### src/hdl/drnm_pkg.sv
// Shared types and constants for the delta R nearest match core.
`timescale 1ns / 1ps

package drnm_pkg;

	localparam int ETA_W  = 12;
	localparam int PHI_W  = 11;
	localparam int ID_W   = 16;
	localparam int DIST_W = 26;
	localparam int SQ_W   = 25;

	localparam logic signed [PHI_W:0] PI_FX     = 12'sd804;
	localparam logic signed [PHI_W:0] TWO_PI_FX = 12'sd1608;

	localparam logic [DIST_W-1:0] DIST_SENTINEL = 26'd33554432;
	localparam logic [DIST_W-1:0] CUT_RESET     = 26'd33554432;

	typedef enum logic [1:0] {
		OP_CLEAR      = 2'd0,
		OP_APPEND     = 2'd1,
		OP_MATCH_ONE  = 2'd2,
		OP_MATCH_PAIR = 2'd3
	} op_t;

	typedef struct packed {
		logic signed [ETA_W-1:0] eta;
		logic signed [PHI_W-1:0] phi;
		logic [ID_W-1:0]         id;
	} ref_entry_t;

	typedef struct packed {
		logic              valid;
		logic [ID_W-1:0]   id;
		logic [SQ_W-1:0]   dsq;
	} dist_res_t;

endpackage

### src/hdl/drnm_ram.sv
// Generic single write port, single read port RAM with registered read.
`timescale 1ns / 1ps

module drnm_ram #(
	parameter int WIDTH = 39,
	parameter int DEPTH = 64,
	parameter int AW    = 6
) (
	input  logic             clk,
	input  logic             wr_en,
	input  logic [AW-1:0]    wr_addr,
	input  logic [WIDTH-1:0] wr_data,
	input  logic             rd_en,
	input  logic [AW-1:0]    rd_addr,
	output logic [WIDTH-1:0] rd_data
);

	logic [WIDTH-1:0] mem_q [DEPTH];
	logic [WIDTH-1:0] rd_data_q;

	always_ff @(posedge clk) begin
		if (wr_en) begin
			mem_q[wr_addr] <= wr_data;
		end
		if (rd_en) begin
			rd_data_q <= mem_q[rd_addr];
		end
	end

	assign rd_data = rd_data_q;

endmodule

### src/hdl/drnm_dist.sv
// Pipelined squared delta R unit with phi wrap, shared over all table entries.
`timescale 1ns / 1ps

module drnm_dist import drnm_pkg::*; (
	input  logic                    clk,
	input  logic                    arst_n,
	input  logic                    in_valid,
	input  ref_entry_t              entry,
	input  logic signed [ETA_W-1:0] q_eta,
	input  logic signed [PHI_W-1:0] q_phi,
	output dist_res_t               res,
	output logic                    busy
);

	logic signed [ETA_W:0]     de;
	logic signed [PHI_W:0]     dp_raw;
	logic signed [PHI_W:0]     dp_wrap;

	logic                      v_s1;
	logic signed [ETA_W:0]     de_s1;
	logic signed [PHI_W-1:0]   dp_s1;
	logic [ID_W-1:0]           id_s1;

	logic signed [2*ETA_W+1:0] de_prod;
	logic signed [2*PHI_W-1:0] dp_prod;

	logic                      v_s2;
	logic [2*ETA_W-1:0]        de_sq_s2;
	logic [2*PHI_W-3:0]        dp_sq_s2;
	logic [ID_W-1:0]           id_s2;

	always_comb begin
		de     = {entry.eta[ETA_W-1], entry.eta} - {q_eta[ETA_W-1], q_eta};
		dp_raw = {entry.phi[PHI_W-1], entry.phi} - {q_phi[PHI_W-1], q_phi};
		if (dp_raw > PI_FX) begin
			dp_wrap = dp_raw - TWO_PI_FX;
		end else if (dp_raw < -PI_FX) begin
			dp_wrap = dp_raw + TWO_PI_FX;
		end else begin
			dp_wrap = dp_raw;
		end
	end

	assign de_prod = de_s1 * de_s1;
	assign dp_prod = dp_s1 * dp_s1;

	always_ff @(posedge clk or negedge arst_n) begin
		if (!arst_n) begin
			v_s1 <= 1'b0;
			v_s2 <= 1'b0;
		end else begin
			v_s1 <= in_valid;
			v_s2 <= v_s1;
		end
	end

	always_ff @(posedge clk) begin
		de_s1    <= de;
		dp_s1    <= dp_wrap[PHI_W-1:0];
		id_s1    <= entry.id;
		de_sq_s2 <= de_prod[2*ETA_W-1:0];
		dp_sq_s2 <= dp_prod[2*PHI_W-3:0];
		id_s2    <= id_s1;
	end

	assign res.valid = v_s2;
	assign res.id    = id_s2;
	assign res.dsq   = {1'b0, de_sq_s2} + {{(SQ_W-2*PHI_W+2){1'b0}}, dp_sq_s2};
	assign busy      = v_s1 | v_s2;

endmodule

### src/hdl/delta_r_nearest_match_core.sv
// Top level: reference table, walk sequencer and result registers.
// Append: done strobes in the cycle after the item is taken. Clear: no result.
// Match one walks the stored entries once and match pair twice, both through
// the single distance unit, which takes one table entry per cycle.
// Reset empties the table and loads the cut with 2^25; the receiver cannot stall.
`timescale 1ns / 1ps

module delta_r_nearest_match_core import drnm_pkg::*; #(
	parameter int TABLE_DEPTH = 64
) (
	input  logic                    clk,
	input  logic                    arst_n,
	input  logic                    start,
	output logic                    busy,
	input  logic [1:0]              op,
	input  logic signed [ETA_W-1:0] eta_a,
	input  logic signed [PHI_W-1:0] phi_a,
	input  logic signed [ETA_W-1:0] eta_b,
	input  logic signed [PHI_W-1:0] phi_b,
	input  logic [ID_W-1:0]         entry_tag,
	input  logic                    cfg_valid,
	output logic                    cfg_ready,
	input  logic [DIST_W-1:0]       cut_distance_sq,
	output logic                    done,
	output logic                    matched,
	output logic [ID_W-1:0]         best_id,
	output logic [DIST_W-1:0]       best_distance_sq,
	output logic                    pair_ok,
	output logic                    table_full
);

	localparam int AW = (TABLE_DEPTH > 1) ? $clog2(TABLE_DEPTH) : 1;
	localparam int CW = $clog2(TABLE_DEPTH + 1);
	localparam logic [CW-1:0] DEPTH_CNT = CW'(TABLE_DEPTH);

	typedef enum logic [0:0] {
		ST_IDLE,
		ST_WALK
	} state_t;

	state_t                  state_q;
	logic [CW-1:0]           count_q;
	logic [CW-1:0]           addr_q;
	logic [DIST_W-1:0]       cut_q;
	logic                    pass_q;
	logic                    pair_q;
	logic                    rd_v_q;
	logic [DIST_W-1:0]       best_q;
	logic [ID_W-1:0]         bid_q;
	logic                    m_a_q;
	logic [ID_W-1:0]         id_a_q;
	logic [DIST_W-1:0]       dist_a_q;
	logic signed [ETA_W-1:0] eta_a_q;
	logic signed [PHI_W-1:0] phi_a_q;
	logic signed [ETA_W-1:0] eta_b_q;
	logic signed [PHI_W-1:0] phi_b_q;

	logic                    accept;
	logic                    wr_en;
	logic                    rd_en;
	ref_entry_t              wr_entry;
	ref_entry_t              rd_entry;
	logic [$bits(ref_entry_t)-1:0] rd_data;
	logic signed [ETA_W-1:0] q_eta;
	logic signed [PHI_W-1:0] q_phi;
	dist_res_t               dres;
	logic                    dist_busy;
	logic                    walk_end;
	logic                    cur_match;

	assign busy      = (state_q != ST_IDLE);
	assign cfg_ready = !busy;
	assign accept    = start && !busy;
	assign wr_en     = accept && (op_t'(op) == OP_APPEND) && (count_q != DEPTH_CNT);
	assign rd_en     = (state_q == ST_WALK) && (addr_q != count_q);
	assign wr_entry  = '{eta: eta_a, phi: phi_a, id: entry_tag};
	assign rd_entry  = ref_entry_t'(rd_data);
	assign q_eta     = pass_q ? eta_b_q : eta_a_q;
	assign q_phi     = pass_q ? phi_b_q : phi_a_q;
	assign walk_end  = (addr_q == count_q) && !rd_v_q && !dist_busy;
	assign cur_match = (count_q != '0) && (best_q < cut_q);

	drnm_ram #(
		.WIDTH ($bits(ref_entry_t)),
		.DEPTH (TABLE_DEPTH),
		.AW    (AW)
	) u_table (
		.clk     (clk),
		.wr_en   (wr_en),
		.wr_addr (count_q[AW-1:0]),
		.wr_data (wr_entry),
		.rd_en   (rd_en),
		.rd_addr (addr_q[AW-1:0]),
		.rd_data (rd_data)
	);

	drnm_dist u_dist (
		.clk      (clk),
		.arst_n   (arst_n),
		.in_valid (rd_v_q),
		.entry    (rd_entry),
		.q_eta    (q_eta),
		.q_phi    (q_phi),
		.res      (dres),
		.busy     (dist_busy)
	);

	always_ff @(posedge clk or negedge arst_n) begin
		if (!arst_n) begin
			state_q <= ST_IDLE;
			count_q <= '0;
			addr_q  <= '0;
			cut_q   <= CUT_RESET;
			pass_q  <= 1'b0;
			pair_q  <= 1'b0;
			rd_v_q  <= 1'b0;
			done    <= 1'b0;
		end else begin
			done   <= 1'b0;
			rd_v_q <= rd_en;
			if (cfg_valid && cfg_ready) begin
				cut_q <= cut_distance_sq;
			end
			unique case (state_q)
				ST_IDLE: begin
					if (accept) begin
						unique case (op_t'(op))
							OP_CLEAR: begin
								count_q <= '0;
							end
							OP_APPEND: begin
								done             <= 1'b1;
								matched          <= 1'b0;
								best_id          <= '0;
								best_distance_sq <= '0;
								pair_ok          <= 1'b0;
								table_full       <= (count_q == DEPTH_CNT);
								if (count_q != DEPTH_CNT) begin
									count_q <= count_q + 1'b1;
								end
							end
							OP_MATCH_ONE, OP_MATCH_PAIR: begin
								eta_a_q <= eta_a;
								phi_a_q <= phi_a;
								eta_b_q <= eta_b;
								phi_b_q <= phi_b;
								pair_q  <= (op_t'(op) == OP_MATCH_PAIR);
								pass_q  <= 1'b0;
								addr_q  <= '0;
								best_q  <= DIST_SENTINEL;
								bid_q   <= '0;
								state_q <= ST_WALK;
							end
							default: begin
								count_q <= count_q;
							end
						endcase
					end
				end
				ST_WALK: begin
					if (rd_en) begin
						addr_q <= addr_q + 1'b1;
					end
					if (dres.valid && ({1'b0, dres.dsq} < best_q)) begin
						best_q <= {1'b0, dres.dsq};
						bid_q  <= dres.id;
					end
					if (walk_end) begin
						if (!pass_q) begin
							m_a_q    <= cur_match;
							id_a_q   <= bid_q;
							dist_a_q <= best_q;
							if (pair_q) begin
								pass_q <= 1'b1;
								addr_q <= '0;
								best_q <= DIST_SENTINEL;
								bid_q  <= '0;
							end else begin
								done             <= 1'b1;
								matched          <= cur_match;
								best_id          <= bid_q;
								best_distance_sq <= best_q;
								pair_ok          <= 1'b0;
								table_full       <= 1'b0;
								state_q          <= ST_IDLE;
							end
						end else begin
							done             <= 1'b1;
							matched          <= m_a_q;
							best_id          <= id_a_q;
							best_distance_sq <= dist_a_q;
							pair_ok          <= m_a_q && cur_match && (id_a_q != bid_q);
							table_full       <= 1'b0;
							state_q          <= ST_IDLE;
						end
					end
				end
				default: begin
					state_q <= ST_IDLE;
				end
			endcase
		end
	end

endmodule
### config.mk
export PLATFORM = sky130hd
export DESIGN_NAME = delta_r_nearest_match_core
export DESIGN_NICKNAME = d
export VERILOG_FILES = /design/src/hdl/drnm_pkg.sv /design/src/hdl/drnm_ram.sv /design/src/hdl/drnm_dist.sv /design/src/hdl/delta_r_nearest_match_core.sv
export SDC_FILE = /design/constraint.sdc
export NUM_CORES = 2
export LEC_CHECK = 0
export ABC_AREA = 1
export BUFFER_PORTS_ARGS = -buffer_cell sky130_fd_sc_hd__buf_4
export CAP_MARGIN = 10
export CORE_MARGIN = 2
export CORE_UTILIZATION = 30
export CTS_CLUSTER_DIAMETER = 30
export DETAILED_ROUTE_END_ITERATION = 8
export PLACE_DENSITY = 0.44
export REMOVE_ABC_BUFFERS = 1
export SLEW_MARGIN = 0
export SYNTH_ARGS = -nofsm -noshare
export SYNTH_HDL_FRONTEND = slang
export SYNTH_SLANG_ARGS = --single-unit
### constraint.sdc
create_clock -name clk -period 6.4 [get_ports clk]
set_input_delay 1.28 -clock clk [delete_from_list [all_inputs] [get_ports clk]]
set_output_delay 1.28 -clock clk [all_outputs]
set_load 0.005 [all_outputs]
==> summary.md <==
The share of async-settable or async-resettable flops after synthesis works out to 0.0165. The type of destination of the critical path is a flop. The total global-route track usage came out at 0.202. Sum of buffers and inverters on the critical path: 4. Of all nets on the critical path, the largest fanout is 8. The cell count after synthesis came out at 9689. The compound-gate portion of the synthesized area works out to 0.109. Share of the synthesized area in the top cell type: 0.666. The worst slew margin relative to its limit is 0.148. Clock tree synthesis selected as its root buffer the cell sky130_fd_sc_hd__clkbuf_16.

The tools report the sequential area share after synthesis as 0.692. At the end of routability-driven placement, the weighted congestion stood at 0.814. Post-route minimum period: 5760 ps. The final routed wirelength across all metal layers is 430 mm.

STA puts the critical path data arrival time at 6680 ps. The share of layout cells above drive strength 1 came out at 0.143. The min-delay analysis places its worst path in the category flop to flop. The flow ran to the end, and the final reports show no timing, DRC or antenna violations. The yosys synthesis warning count came out at 0. The final route contains 82.6k vias. On the final layout, the worst clock skew is 69.6 ps.

The tools report the wire length of the first global-routing pass as 609 mm. Walking the worst path, the cells encountered are nand2_1 > fa_1 > fa_1 > inv_1 > fa_1 > inv_1 > fa_1 > inv_1 > fa_1 > ha_1 > ha_1 > inv_1 > nor3_1 > nand4_1 > o211ai_1 > nand3b_1 > nand2_1. In the final layout, the multi-input gates occupy 0.0335 sq mm. By area the synthesized netlist is led by sky130_fd_sc_hd__edfxtp_1 (67%), sky130_fd_sc_hd__o21ai_0 (5.4%), sky130_fd_sc_hd__nor2_1 (4.6%).

The largest buffer count on any clock path came out at 4. Buffers placed on the I/O ports in this run total 141. The parity-gate share of the synthesized area counting xor and xnor cells works out to 0.00788. Among all flip-flop cells after synthesis, the most frequent one is sky130_fd_sc_hd__edfxtp_1. The tool flagged a number of max-cap violations equal to 0. Final design utilization: 0.377. The type of the setup path with the least slack is flop to flop.

The worst hold-check slack was 299 ps; the number of iterations in the first detailed-routing pass was 5. Across the whole layout, storage elements account for 0.0846 sq mm. Once detailed placement completed, the half-perimeter wirelength came to 244 mm. The synthesized netlist occupies a cell area of 0.122 sq mm. The multiplexer area fraction after synthesis was 0.00165. Number of cells upsized or downsized after cts: 0. At the worst endpoint, the required time is 7320 ps. The cell family with the largest share of critical-path delay was adder cells.

The floorplan step defined a die boundary enclosing 0.413 sq mm. After global routing the overflow that remains totals 0. The count of nets left with antenna violations once routing finished came out at 0. Clock-pin slew was measured on the worst setup and hold paths at 50 ps. After synthesis, the largest family of logic cells by area is compound AO/OA/AOI/OAI gates.

For the count of unresolved DRC violations after routing, the log shows 0. The tools report the worst-skew pair later-pin latency as 1060 ps. The floorplan has 234 rows. The die is 642 um wide.

The biggest area contributor in the post-synthesis netlist is sky130_fd_sc_hd__edfxtp_1. After clock tree synthesis, the flow added hold-fix buffers numbering 0. The via count of the first global-routing pass was 82.5k; the filler cell count in the final layout was 38.5k.

142 I/O pins were placed. The mean instance size in the synthesized netlist came out at 12.6 sq um. TritonCTS built the clock tree. For the number of max-slew violations in the final report, the log shows 0.

The per-cell routed wire length is 26.6 um, and the largest net degree at the start of global routing is 191. Counting flops and latches in the post-synthesis netlist gives 2856. The worst setup path is launched from a flop. The total negative slack came out at 0 ps. Post-synthesis to final-layout area growth: 25.4%.

The area share of and/or/nand/nor cells after synthesis works out to 0.0929. The initial cell density of the core came out at 0.301. For this run, the top clock speed supported by timing is 174 MHz. Counting every sink on the clock net gives 2856.

For the number of setup buffers added after CTS, the log shows 0. The total clock buffers created by CTS was 667; the post-route clock period utilization was 0.899. The post-synthesis adder-cell area fraction is 0.0586, and the number of library cell types mapped by synthesis is 56. The floorplan step set the die height to 642 um. Among all stages on the critical path, the largest delay is contributed by sky130_fd_sc_hd__fa_1.

The H-tree generated during clock tree synthesis spans 6 levels. For this block, the initial DRC count from the detailed router was 7866. At the pin with the least slew margin, the transition time is 1280 ps.

For the initial antenna violation count, the log shows 16. Ratio of routed vias to standard cells: 5.12. The dominant cell type by count on the critical path is sky130_fd_sc_hd__fa_1. Area of the placeable core: 0.406 sq mm. The final layout contains 10.7k nets.

The count of endpoints failing hold in the final timing report was 0. In this run, synthesis inferred 2711 flip-flops with an integrated enable. The tools report the number of endpoints failing setup at the final stage as 0.

Setup repair after global routing left no endpoint under its margin. The delay of the slowest cell on the worst path works out to 850 ps.
-- synthesized netlist by cell type (46+ instances only) --
cell	count
sky130_fd_sc_hd__a21oi_1	198
sky130_fd_sc_hd__buf_2	153
sky130_fd_sc_hd__clkbuf_1	377
sky130_fd_sc_hd__dfrtp_1	46
sky130_fd_sc_hd__dfxtp_1	98
sky130_fd_sc_hd__edfxtp_1	2711
sky130_fd_sc_hd__fa_1	229
sky130_fd_sc_hd__ha_1	206
sky130_fd_sc_hd__inv_1	544
sky130_fd_sc_hd__nand2_1	805
sky130_fd_sc_hd__nand3_1	363
sky130_fd_sc_hd__nand4_1	64
sky130_fd_sc_hd__nor2_1	1501
sky130_fd_sc_hd__o211ai_1	64
sky130_fd_sc_hd__o21ai_0	1329
sky130_fd_sc_hd__o221ai_1	251
sky130_fd_sc_hd__o22ai_1	391
sky130_fd_sc_hd__xor2_1	81
-- flip-flops by register name (all words and copies together) (netlist names), 19 cells and up --
signal	cells
best_distance_sq	26
best_q	26
u_table.mem_q	2496
dist_a_q	26
u_dist.dp_sq_s2	19
u_table.rd_data	39
cut_q	26
u_dist.de_sq_s2	23
-- per-layer routing --
layer	up-vias	wire, um	track usage
met5	-	0	0
met4	0	13700	0.0682
met3	655	26300	0.0293
met2	3095	203000	0.332
met1	42500	187000	0.275
li1	36300	-	-
-- metrics by stage --
stage | instance area (sq um) | worst slack, ps | instances
2_1_floorplan | 120000 | -59880 | 9097
3_3_place_gp | 130000 | 487 | 14900
3_5_place_dp | 130000 | 514 | 14900
4_1_cts | 153000 | 541 | 16100
5_1_grt | 153000 | 294 | 16100
6_report | 153000 | 643 | 16100
-- worst register-to-register path: cells and delay by family (launching register included) --
kind / cells / cell delay, ps
flip-flops: 1 / 550
adder cells (fa/ha/maj): 7 / 3570
buffers and inverters: 4 / 370
AO/OA/AOI/OAI: 1 / 300
AND/OR/NAND/NOR: 5 / 850
-- layout by cell type (no fill, tap or decap), drive strengths merged, types with 98 or more instances in the layout --
cell	Yosys	final
dfxtp	98	98
inv	560	576
o21ai	1343	1343
nand2	825	825
fa	229	229
o221ai	251	251
ha	206	206
clkinv	1	290
nor2	1506	1506
o22ai	391	391
buf	215	362
edfxtp	2711	2711
a21oi	202	202
clkbuf	377	793
nand3	365	365
-- logic make-up after synthesis --
group / after synthesis
xor+xnor: 110
flops: 2856
compound gates: 2308
mux: 20
simple gates: 2807
fa+ha+maj: 435
buf+inv: 1153
-- final timing paths --
check / start / end / slack, ps / depth (start not counted)
worst max-delay path: u_dist.de_s1[12]$_DFF_P_ / u_dist.de_sq_s2[23]$_DFF_P_ / 640 / 17
worst min-delay path: u_dist.id_s1[1]$_DFF_P_ / u_dist.id_s2[1]$_DFF_P_ / 300 / 0
worst max register to register: u_dist.de_s1[12]$_DFF_P_ / u_dist.de_sq_s2[23]$_DFF_P_ / 640 / 17
worst min register to register: u_dist.id_s1[1]$_DFF_P_ / u_dist.id_s2[1]$_DFF_P_ / 300 / 0
max in group asynchronous: arst_n / pass_q$_DFFE_PN0P_ / 5300 / 2
min in group asynchronous: arst_n / cut_q[22]$_DFFE_PN0P_ / 460 / 2
-- final cells by class --
type,count,share of cell area
Tap cell,5428,0.0443
Inverter,561,0.0141
Antenna cell,7,0.000114
Clock inverter,442,0.0352
Timing Repair Buffer,362,0.0218
Multi-Input combinational cell,5680,0.219
Clock buffer,793,0.114
Sequential cell,2856,0.552
Power is left out: the tool's default activity adds up to more than one toggle a clock period on the data nets, which glitch-free logic cannot reach.
